==> config.mk <==
export PLATFORM = sky130hd
export DESIGN_NAME = serial_angle_command_responder
export DESIGN_NICKNAME = d
export VERILOG_FILES = /design/src/sv/sacr_pkg.sv /design/src/sv/sacr_frame_decoder.sv /design/src/sv/sacr_reply_serializer.sv /design/src/sv/serial_angle_command_responder.sv
export VERILOG_INCLUDE_DIRS = /design/src /design/src/sv
export SDC_FILE = /design/constraint.sdc
export NUM_CORES = 1
export LEC_CHECK = 0
export BUFFER_PORTS_ARGS = -buffer_cell sky130_fd_sc_hd__buf_2
export CAP_MARGIN = 20
export CORE_MARGIN = 1.5
export CORE_UTILIZATION = 30
export DETAILED_ROUTE_END_ITERATION = 7
export PLACE_DENSITY_LB_ADDON = 0.08
export SYNTH_ARGS = -nofsm -noshare
export SYNTH_HDL_FRONTEND = slang
export SYNTH_SLANG_ARGS = --single-unit
==> constraint.sdc <==
create_clock -name aclk -period 6.05 [get_ports aclk]
set_clock_uncertainty 0.05 [all_clocks]
set_input_delay 1.21 -clock aclk [delete_from_list [all_inputs] [get_ports aclk]]
set_output_delay 1.21 -clock aclk [all_outputs]
set_load 0.01 [all_outputs]
==> src/sv/assert_macros.svh <==
// ----------------------------------------------------------------------------
// Assertion macros
// Shared concurrent assertion helpers for the serial angle command responder.
// ----------------------------------------------------------------------------
`ifndef ASSERT_MACROS_SVH
`define ASSERT_MACROS_SVH

`ifndef SYNTHESIS

// Property must hold at every clock edge outside reset.
`define ASSERT_ALWAYS(label, clk, rst_n, prop, msg) \
    label: assert property (@(posedge clk) disable iff (!rst_n) (prop)) else $error(msg);

// Antecedent in one cycle implies consequent in the next cycle.
`define ASSERT_NEXT(label, clk, rst_n, ante, cons, msg) \
    label: assert property (@(posedge clk) disable iff (!rst_n) (ante) |=> (cons)) \
        else $error(msg);

`else

`define ASSERT_ALWAYS(label, clk, rst_n, prop, msg)
`define ASSERT_NEXT(label, clk, rst_n, ante, cons, msg)

`endif

`endif

==> src/sv/sacr_pkg.sv <==
// ----------------------------------------------------------------------------
// Serial angle command responder package
// Byte codes, channel widths and the reply descriptor shared by all modules.
// ----------------------------------------------------------------------------
package sacr_pkg;

    // Byte codes of the command protocol.
    localparam logic [7:0] LF_CODE   = 8'h0A;
    localparam logic [7:0] CMD_ANGLE = 8'h01;
    localparam logic [7:0] CMD_WRITE = 8'h02;
    localparam logic [7:0] ACK_ANGLE = 8'h03;
    localparam logic [7:0] ACK_WRITE = 8'h04;
    localparam logic [7:0] CMD_PITCH = 8'h05;
    localparam logic [7:0] CMD_ROLL  = 8'h06;
    localparam logic [7:0] ACK_PITCH = 8'h07;
    localparam logic [7:0] ACK_ROLL  = 8'h08;
    localparam logic [7:0] ERR_CODE  = 8'h19;

    // Reply lengths in bytes.
    localparam int REPLY_BYTES_MAX = 6;
    localparam int REPLY_CNT_W     = 3;
    localparam logic [REPLY_CNT_W-1:0] REPLY_LONG_LEN  = 3'd6;
    localparam logic [REPLY_CNT_W-1:0] REPLY_SHORT_LEN = 3'd2;

    // Channel widths.
    localparam int S_TDATA_W = 104;
    localparam int M_TDATA_W = 40;

    // One decoded reply: bytes in sending order, lowest byte first.
    typedef struct packed {
        logic [8*REPLY_BYTES_MAX-1:0] bytes;
        logic [REPLY_CNT_W-1:0]       len;
        logic [31:0]                  reference_word;
    } reply_desc_t;

endpackage

==> src/sv/sacr_frame_decoder.sv <==
// ----------------------------------------------------------------------------
// Frame decoder
// Writes received bytes into the frame store, decodes a frame on a line feed
// and registers the reply descriptor for the serializer.
// ----------------------------------------------------------------------------
module sacr_frame_decoder #(
    parameter int FRAME_BYTES = 6
) (
    input  logic                 aclk,
    input  logic                 aresetn,
    input  logic                 in_accept,
    input  logic [7:0]           rx_byte,
    input  logic [31:0]          angle_bits,
    input  logic [31:0]          pitch_bits,
    input  logic [31:0]          roll_bits,
    input  logic                 desc_load,
    output logic                 desc_valid,
    output sacr_pkg::reply_desc_t desc
);
    import sacr_pkg::*;

    localparam int WPW  = $clog2(FRAME_BYTES + 1);
    localparam int IDXW = $clog2(FRAME_BYTES);

    logic [7:0]     store_reg [FRAME_BYTES];
    logic [WPW-1:0] wp_reg, wp_next;
    logic [31:0]    reference_reg, reference_next;
    logic           desc_valid_reg, desc_valid_next;
    reply_desc_t    desc_reg, desc_next;

    logic [7:0]     view [6];
    logic           room;
    logic           is_lf;
    logic           lf1, lf5;
    logic [7:0]     cmd;

    // Frame as it stands once the current item has been written.
    assign room  = (wp_reg < WPW'(FRAME_BYTES));
    assign is_lf = (rx_byte == LF_CODE);

    always_comb begin
        for (int i = 0; i < 6; i++) begin
            view[i] = (wp_reg == WPW'(i)) ? rx_byte : store_reg[i];
        end
    end

    assign cmd = view[0];
    assign lf1 = (view[1] == LF_CODE);
    assign lf5 = (view[5] == LF_CODE);

    // Decode and next-state logic.
    always_comb begin
        wp_next         = wp_reg;
        reference_next  = reference_reg;
        desc_valid_next = desc_valid_reg && !desc_load;
        desc_next       = desc_reg;
        if (in_accept) begin
            if (room) begin
                wp_next = wp_reg + WPW'(1);
            end
            if (is_lf) begin
                wp_next         = '0;
                desc_valid_next = 1'b1;
                desc_next.len   = REPLY_SHORT_LEN;
                desc_next.bytes = {32'h0, LF_CODE, ERR_CODE};
                case (cmd)
                    CMD_ANGLE: begin
                        if (lf1) begin
                            desc_next.len   = REPLY_LONG_LEN;
                            desc_next.bytes = {LF_CODE, angle_bits, ACK_ANGLE};
                        end
                    end
                    CMD_PITCH: begin
                        if (lf1) begin
                            desc_next.len   = REPLY_LONG_LEN;
                            desc_next.bytes = {LF_CODE, pitch_bits, ACK_PITCH};
                        end
                    end
                    CMD_ROLL: begin
                        if (lf1) begin
                            desc_next.len   = REPLY_LONG_LEN;
                            desc_next.bytes = {LF_CODE, roll_bits, ACK_ROLL};
                        end
                    end
                    CMD_WRITE: begin
                        if (lf5) begin
                            reference_next  = {view[4], view[3], view[2], view[1]};
                            desc_next.bytes = {32'h0, LF_CODE, ACK_WRITE};
                        end
                    end
                    default: begin
                    end
                endcase
                desc_next.reference_word = reference_next;
            end
        end
    end

    // Frame store, write position, reference word and descriptor valid flag.
    always_ff @(posedge aclk) begin
        if (!aresetn) begin
            for (int i = 0; i < FRAME_BYTES; i++) begin
                store_reg[i] <= '0;
            end
            wp_reg         <= '0;
            reference_reg  <= '0;
            desc_valid_reg <= 1'b0;
        end else begin
            if (in_accept && room) begin
                store_reg[wp_reg[IDXW-1:0]] <= rx_byte;
            end
            wp_reg         <= wp_next;
            reference_reg  <= reference_next;
            desc_valid_reg <= desc_valid_next;
        end
    end

    // Descriptor payload needs no reset.
    always_ff @(posedge aclk) begin
        desc_reg <= desc_next;
    end

    assign desc_valid = desc_valid_reg;
    assign desc       = desc_reg;

endmodule

==> src/sv/sacr_reply_serializer.sv <==
// ----------------------------------------------------------------------------
// Reply serializer
// Loads a reply descriptor and sends its bytes one item per cycle while m_tready
// is high on the result channel, marking the closing line feed.
// ----------------------------------------------------------------------------
module sacr_reply_serializer (
    input  logic                          aclk,
    input  logic                          aresetn,
    input  logic                          desc_valid,
    input  sacr_pkg::reply_desc_t         desc,
    output logic                          desc_load,
    output logic                          busy,
    output logic                          m_tvalid,
    input  logic                          m_tready,
    output logic [sacr_pkg::M_TDATA_W-1:0] m_tdata,
    output logic                          m_tlast
);
    import sacr_pkg::*;

    logic                         busy_reg, busy_next;
    logic [8*REPLY_BYTES_MAX-1:0] shift_reg, shift_next;
    logic [REPLY_CNT_W-1:0]       count_reg, count_next;
    logic [31:0]                  ref_word_reg, ref_word_next;
    logic                         out_fire;
    logic                         last_fire;

    assign out_fire  = busy_reg && m_tready;
    assign last_fire = out_fire && (count_reg == REPLY_CNT_W'(1));

    // A new reply enters when the current one is done or finishing.
    assign desc_load = desc_valid && (!busy_reg || last_fire);

    always_comb begin
        busy_next     = busy_reg;
        shift_next    = shift_reg;
        count_next    = count_reg;
        ref_word_next = ref_word_reg;
        if (out_fire) begin
            shift_next = shift_reg >> 8;
            count_next = count_reg - REPLY_CNT_W'(1);
            if (last_fire) begin
                busy_next = 1'b0;
            end
        end
        if (desc_load) begin
            busy_next     = 1'b1;
            shift_next    = desc.bytes;
            count_next    = desc.len;
            ref_word_next = desc.reference_word;
        end
    end

    always_ff @(posedge aclk) begin
        if (!aresetn) begin
            busy_reg <= 1'b0;
        end else begin
            busy_reg <= busy_next;
        end
    end

    always_ff @(posedge aclk) begin
        shift_reg    <= shift_next;
        count_reg    <= count_next;
        ref_word_reg <= ref_word_next;
    end

    assign busy     = busy_reg;
    assign m_tvalid = busy_reg;
    assign m_tdata  = {ref_word_reg, shift_reg[7:0]};
    assign m_tlast  = (count_reg == REPLY_CNT_W'(1));

endmodule

==> src/sv/serial_angle_command_responder.sv <==
// ----------------------------------------------------------------------------
// Serial angle command responder
// Collects received bytes into a frame and answers each line-feed-closed
// frame with a two or six byte reply.
// ----------------------------------------------------------------------------
// A line feed accepted while the serializer is idle is registered in the
//   descriptor register, then loaded into the serializer, which raises m_tvalid
//   with its first reply byte.
// Throughput: one input item per cycle while no reply waits behind a busy
//   serializer; the serializer sends one reply byte per cycle while m_tready is
//   high, so a frame occupies it until its two or six reply bytes are sent, and
//   s_tready drops while a decoded reply waits for it.
// Reset: aresetn low clears the frame store, write position, reference word
//   and both valid flags; no clearing pass is needed.
// ----------------------------------------------------------------------------
`include "assert_macros.svh"

module serial_angle_command_responder #(
    parameter int FRAME_BYTES = 6
) (
    input  logic                           aclk,
    input  logic                           aresetn,
    // s_tdata: rx_byte[7:0], angle_bits[39:8], pitch_bits[71:40], roll_bits[103:72]
    input  logic                           s_tvalid,
    output logic                           s_tready,
    input  logic [sacr_pkg::S_TDATA_W-1:0] s_tdata,
    // m_tdata: tx_byte[7:0], reference_angle[39:8]; m_tlast: last_byte
    output logic                           m_tvalid,
    input  logic                           m_tready,
    output logic [sacr_pkg::M_TDATA_W-1:0] m_tdata,
    output logic                           m_tlast
);
    import sacr_pkg::*;

    logic        in_accept;
    logic        desc_valid;
    logic        desc_load;
    logic        ser_busy;
    reply_desc_t desc;
    logic [7:0]  rx_byte;

    // The descriptor register is free, or drains into an idle serializer.
    assign s_tready  = !desc_valid || !ser_busy;
    assign in_accept = s_tvalid && s_tready;
    assign rx_byte   = s_tdata[7:0];

    sacr_frame_decoder #(
        .FRAME_BYTES(FRAME_BYTES)
    ) u_decoder (
        .aclk       (aclk),
        .aresetn    (aresetn),
        .in_accept  (in_accept),
        .rx_byte    (rx_byte),
        .angle_bits (s_tdata[39:8]),
        .pitch_bits (s_tdata[71:40]),
        .roll_bits  (s_tdata[103:72]),
        .desc_load  (desc_load),
        .desc_valid (desc_valid),
        .desc       (desc)
    );

    sacr_reply_serializer u_serializer (
        .aclk       (aclk),
        .aresetn    (aresetn),
        .desc_valid (desc_valid),
        .desc       (desc),
        .desc_load  (desc_load),
        .busy       (ser_busy),
        .m_tvalid   (m_tvalid),
        .m_tready   (m_tready),
        .m_tdata    (m_tdata),
        .m_tlast    (m_tlast)
    );

    // A pending reply never waits on an idle serializer.
    `ASSERT_ALWAYS(a_idle_loads, aclk, aresetn, !(desc_valid && !ser_busy) || desc_load, "pending reply not loaded into idle serializer")

    // A line feed item always produces a pending reply.
    `ASSERT_NEXT(a_lf_gives_reply, aclk, aresetn, in_accept && (rx_byte == LF_CODE), desc_valid, "line feed item produced no reply")

    // The closing byte taken with nothing queued leaves the channel empty.
    `ASSERT_NEXT(a_reply_ends, aclk, aresetn, m_tvalid && m_tready && m_tlast && !desc_load, !m_tvalid, "result channel still valid after closing byte")

endmodule

-- After elaboration in Yosys (flattened, before gate mapping)
Memory sizes are Yosys's and may differ from the RTL's.
Index checks and enable logic that the tools add are counted.
- bits of input ports: 108
- output and inout bits: 43
- memories: 1
- register bits after elaboration: 203
- memory bits (writable): 48
- eq/ne operators: 13
- add/sub/neg operators: 2
- reductions and logical operators: 19
- multiplexer cells: 32
- $lt $le $gt $ge: 1
- memories (memory ; words ; width ; read ports ; clocked after Yosys merged registers in ; write ports ; line ; RTL):
    u_decoder.store_reg ; 6 ; 8 ; 6 ; 0 ; 6 ; sacr_frame_decoder.sv:25 ; logic [7:0] store_reg [FRAME_BYTES];
- operator list (operator ; number):
    44-bit case mux with 4 select lines ; 1
    47-bit two-way mux ; 3
    48-bit two-way mux ; 2
    32-bit two-way mux ; 2
    8-bit two-way mux ; 7
    8-bit by 4-bit equality test with 1-bit output (second input constant) ; 3
    8-bit by 3-bit equality test with 1-bit output (second input constant) ; 2
    3-bit two-way mux ; 5
    1-bit two-way mux ; 10
    3-bit case mux with 3 select lines ; 1
    8-bit by 1-bit equality test with 1-bit output (second input constant) ; 1
    8-bit by 2-bit equality test with 1-bit output (second input constant) ; 1
    8-bit OR reduction ; 1
    3-bit by 1-bit equality test with 1-bit output (second input constant) ; 2
    3-bit by 2-bit equality test with 1-bit output (second input constant) ; 2
    3-bit equality test (second input constant) ; 2
    1-bit logical AND ; 6
    2-bit AND reduction ; 3
    2-bit nonzero test ; 3
    5-bit two-way mux ; 1
    3-bit by 1-bit adder with 3-bit output (second input constant) ; 1
    1-bit zero test ; 3
    3-bit zero test ; 1
    3-bit < comparator (second input constant) ; 1
    other kinds (2) ; 3

-- Longest topological paths before layout
- word-level depth: 9
- depth in mapped cells: 11
- depth with buffers taken out: 7

-- Modules after synthesis
Synthesis repeated with hierarchy kept, for this count alone.
- cell total of the unflattened synthesis: 711
- area total of the unflattened synthesis: 10523.8 um^2
- by module, submodules not included (module ; cells each ; times used ; seq. area each (um^2) ; area an instance (um^2)):
    sacr_frame_decoder ; 548 ; 1 ; 4294.1 ; 7236.9
    sacr_reply_serializer ; 161 ; 1 ; 2512.4 ; 3275.6
    serial_angle_command_responder ; 2 ; 1 ; 0.0 ; 11.3

-- Least setup slack after synthesis
OpenSTA, ideal clock, no wires.
- kind: input to register
- start: input s_tdata[4] in the netlist's numbering
- end: register u_decoder.desc_reg (netlist bit u_decoder.desc[0]), enable pin
- cell stages on the path: 3
- setup slack: 0.613 ns
- arrival time: 4.885 ns
- library setup time: 0.502 ns
- required time: 5.498 ns
- path through: nor4_1 -> nand4b_1 -> nor2_1
- cells in the longest elaborated chain, start to end: 2
- RTL lines (item ; line ; RTL):
    start: declaration ; serial_angle_command_responder.sv:26 ; input logic [sacr_pkg::S_TDATA_W-1:0] s_tdata,
    8-bit by 4-bit equality test with 1-bit output ; sacr_frame_decoder.sv:39 ; assign is_lf = (rx_byte == LF_CODE);
    2-bit AND reduction (no line) ; -- ;
    end signal: assignment ; sacr_frame_decoder.sv:120 ; desc_reg <= desc_next;
    end: declaration ; sacr_frame_decoder.sv:29 ; reply_desc_t desc_reg, desc_next;
Every way passes these cells.
A chain may end at the register's enable or synchronous reset.

-- Worst setup path after layout
- start: register u_decoder.wp_reg[0]
- end: register u_decoder.desc_reg (netlist bit u_decoder.desc[2]) (data pin)
- cells in the longest elaborated chain, start to end: 5
- elaborated cells on any way between the ends: 10
- those cells by class: eq/ne (4); mux (5); reduce/logical (1)
- RTL lines (item ; line ; RTL):
    start: declaration ; sacr_frame_decoder.sv:26 ; logic [WPW-1:0] wp_reg, wp_next;
    start signal: assignment ; sacr_frame_decoder.sv:112 ; wp_reg <= wp_next;
    3-bit equality test ; sacr_frame_decoder.sv:43 ; view[i] = (wp_reg == WPW'(i)) ? rx_byte : store_reg[i];
    8-bit two-way mux ; sacr_frame_decoder.sv:43 ;
    8-bit by 4-bit equality test with 1-bit output ; sacr_frame_decoder.sv:49 ; assign lf5 = (view[5] == LF_CODE);
    32-bit two-way mux ; sacr_frame_decoder.sv:86 ; if (lf5) begin
    32-bit two-way mux * ; sacr_frame_decoder.sv:66 ; case (cmd)
Every way passes the cells marked *; elsewhere a longest branch is shown, timed or not.

==> impl_metrics.py <==
metrics = {
    "timing": {
        "relSlewSlack_pct": 31.7,
        "setup-violations-final": 0,
        "period_share_pct": 70.5,
        "maxSlewViolCount": 0,
        "rsz0062_at_grt": "false",
        "worst_slew_pin_slew_ns": 1.02,
        "hold_viol_final": 0,
        "clock.fmax_mhz": 235,
        "holdWs_ns": 0.367,
        "final.min_clock_period_ns": 4.26,
        "finalSetupTns_ns": 0,
    },
    "drt": {
        "via_per_inst": 4.67,
        "wl_per_cell_um": 18.0,
        "post-route-drc-count": 0,
        "first_pass_iters": 5,
        "drtAntennaViolNets": 0,
        "vias": 6152,
        "first_iter_violations": 372,
        "routed_wirelength_um": 23700,
    },
    "power": {
        "pwr_density_cell_nw_per_um2": 293,
        "ir_drop_uv": 218,
        "leakage_nw": 4.46,
    },
    "place": {
        "place_area_um2": 11200,
        "dp.cells": 1265,
        "gp_congestion": 0.759,
        "port_buffers": 150,
        "dp_hpwl_um": 16500,
    },
    "floorplanning": {
        "io_pins": 151,
        "die-area_um2": 34500,
        "rows": 66,
        "initial_core_util_pct": 30.6,
        "core_area_um2": 32700,
        "fp.dieW_um": 186,
        "dieHeight_um": 186,
    },
    "setup_path": {
        "critical_path.slowest_cell": "nand2_2",
        "critPathMaxStageDelay_ns": 0.80,
        "start_kind": "flop",
        "cp_max_fo": 34,
        "cp.required_ns": 6.27,
        "arrival_ns": 4.48,
        "ff2ff_path_depth": 7,
        "crit_chain": "clkinv_1, ha_1, nand2b_1, mux2_2, a211oi_4, nand2_2, mux2_1",
        "path_class": "flop to flop",
        "rr_endpoint": "u_decoder.desc[2]",
        "r2r_slack_ns": 1.79,
        "r2r-start": "u_decoder.wp_reg[0]",
        "cp-end-kind": "flop",
    },
    "global_route": {
        "grt_pass1_vias": 6073,
        "grt_overflow": 0,
        "grt_pass1_wl_um": 35300,
        "antenna_found_initial": 0,
        "grt_max_degree": 77,
        "grt_use_total_pct": 13.4,
    },
    "clocking": {
        "clkTransAtPathRegs_ns": 0.06,
        "clockRootBuffer": "clkbuf_16",
        "cts_buffer_depth": 3,
        "clock-sinks": 232,
        "ctsHoldBuffers": 0,
        "numCtsBuffers": 27,
        "clk_latency_ns": 0.53,
        "post_cts_resized": 0,
        "htree_levels": 1,
        "cts_setup_buffers": 0,
        "cts_tree": "built",
    },
    "synth": {
        "synth_cell_types": 51,
        "syn_inst": 710,
        "synth_edf_count": 195,
        "synth_ff_type": "edfxtp_1",
        "ys_ff_latch": 232,
        "syn_area_per_cell_um2": 14.1,
        "yosys_warnings": 0,
        "syn-num-nets": 825,
        "async_flop_share_pct": 0,
        "syn_area_um2": 10000,
        "yosysSeqAreaShare_pct": 65.8,
    },
    "min_path": {
        "hold_depth": 0,
        "min_from": "u_decoder.desc[21]",
        "min_to": "u_serializer.ref_word_reg[21]",
        "min_path_type": "flop to flop",
    },
    "layout": {
        "drive_gt1_share_pct": 34.7,
        "final_nets": 968,
        "final_cell_area_um2": 12200,
        "utilization_pct": 37.2,
        "diodes": 0,
        "largest_reg_flops": 71,
        "area_delta_synth_final_pct": 21.2,
        "fin_cells": 1316,
    },
    "job": {
        "cap_violations": 0,
    },
    "outcome": {
        "outcome": "finished, final reports clean",
    },
}
[metal layers]
metal | track usage [%] | up-vias | wire length (um)
li1 | - | 2958 | -
met1 | 18.5 | 2999 | 10700
met2 | 21.8 | 165 | 11100
met3 | 2.45 | 30 | 1550
met4 | 3.06 | 0 | 408
met5 | 0 | - | 0
[metrics by stage]
| stage | setup WS, ns | power [mW] |
|---|---|---|
| after floorplan | 0.613 | 1.87 |
| after global placement | 1.36 | 1.95 |
| after detailed placement | 1.26 | 1.95 |
| after CTS | 1.70 | 3.61 |
| after global routing | 1.43 | 3.68 |
| final | 1.79 | 3.56 |
[synth_stat cells (14+ instances only)]
master       n  area [um^2]
edfxtp_1   195         5860
mux2_2      69          777
nand2_1     61          229
nor2_1      47          176
dfxtp_1     37          741
o21ai_0     37          185
mux2i_1     32          320
nand4_1     32          200
clkbuf_1    30          113
o2bb2ai_1   30          263
mux2_4      20          300
inv_1       14         52.6
[cell families (layout without fill, tap and decap cells)]
family | after synthesis | in the layout | synth area share [%]
flip-flops | 232 | 232 | 65.8
AND/OR/NAND/NOR | 184 | 184 | 8.90
multiplexers | 129 | 129 | 14.8
AO/OA/AOI/OAI | 94 | 94 | 6.54
buffers and inverters | 63 | 227 | 2.93
adder cells (fa/ha/maj) | 7 | 7 | 0.874
XOR/XNOR | 1 | 1 | 0.0874
[how the worst max path moves through the flow]
stage                   startpoint           endpoint  depth (start not counted)
5_1_grt        u_decoder.wp_reg[0]  u_decoder.desc[0]                          7
2_1_floorplan           s_tdata[4]  u_decoder.desc[0]                          3
4_1_cts        u_decoder.wp_reg[0]  u_decoder.desc[2]                          7
6_report       u_decoder.wp_reg[0]  u_decoder.desc[2]                          7
3_3_place_gp            s_tdata[4]  u_decoder.desc[4]                          6
3_5_place_dp            s_tdata[4]  u_decoder.desc[2]                          6
[cell type report]
class / count / area [um^2]
Multi-Input combinational cell: 415 / 3160
Timing Repair Buffer: 162 / 871
Fill cell: 3175 / 20600
Clock buffer: 37 / 763
Clock inverter: 13 / 146
Sequential cell: 232 / 6600
Inverter: 15 / 56.3
Tap cell: 442 / 553
[where the power goes]
group / internal (mW) / switching, mW / leakage (nW)
Clock: 1.01 / 0.638 / 0.453
Sequential: 1.73 / 0.00834 / 2.12
Combinational: 0.0729 / 0.100 / 1.89
[placed cells by master, fill, tap and decap left out, types with 2 or more instances in the layout]
cell type / n
mux2i_1: 31
o21a_1: 2
a21oi_1: 5
nor2_1: 46
buf_4: 9
clkbuf_8: 5
clkbuf_16: 27
bufinv_16: 3
mux2_1: 8
o2bb2ai_1: 30
nand4_1: 32
inv_1: 14
clkinv_2: 8
o21ai_0: 37
a21boi_0: 3
or3b_1: 2
nor4_1: 3
mux2_2: 69
and2_1: 10
dfxtp_1: 37
nor2b_1: 9
clkbuf_1: 5
o31ai_1: 2
edfxtp_1: 195
nand2_1: 61
nor4bb_1: 3
nand2b_1: 4
ha_1: 7
mux2_4: 20
buf_2: 151
nand3_1: 6
[critical path, delay by kind of cell (launching register included)]
kind | cells | cell delay (ns)
and+or+nand+nor | 2 | 1.10
adders and majority gates | 1 | 0.30
muxes | 2 | 1.06
DFF | 1 | 0.47
AOI/OAI and AO/OA | 1 | 0.76
buffers and inverters | 1 | 0.25
Power figures use the tool's default switching activity.
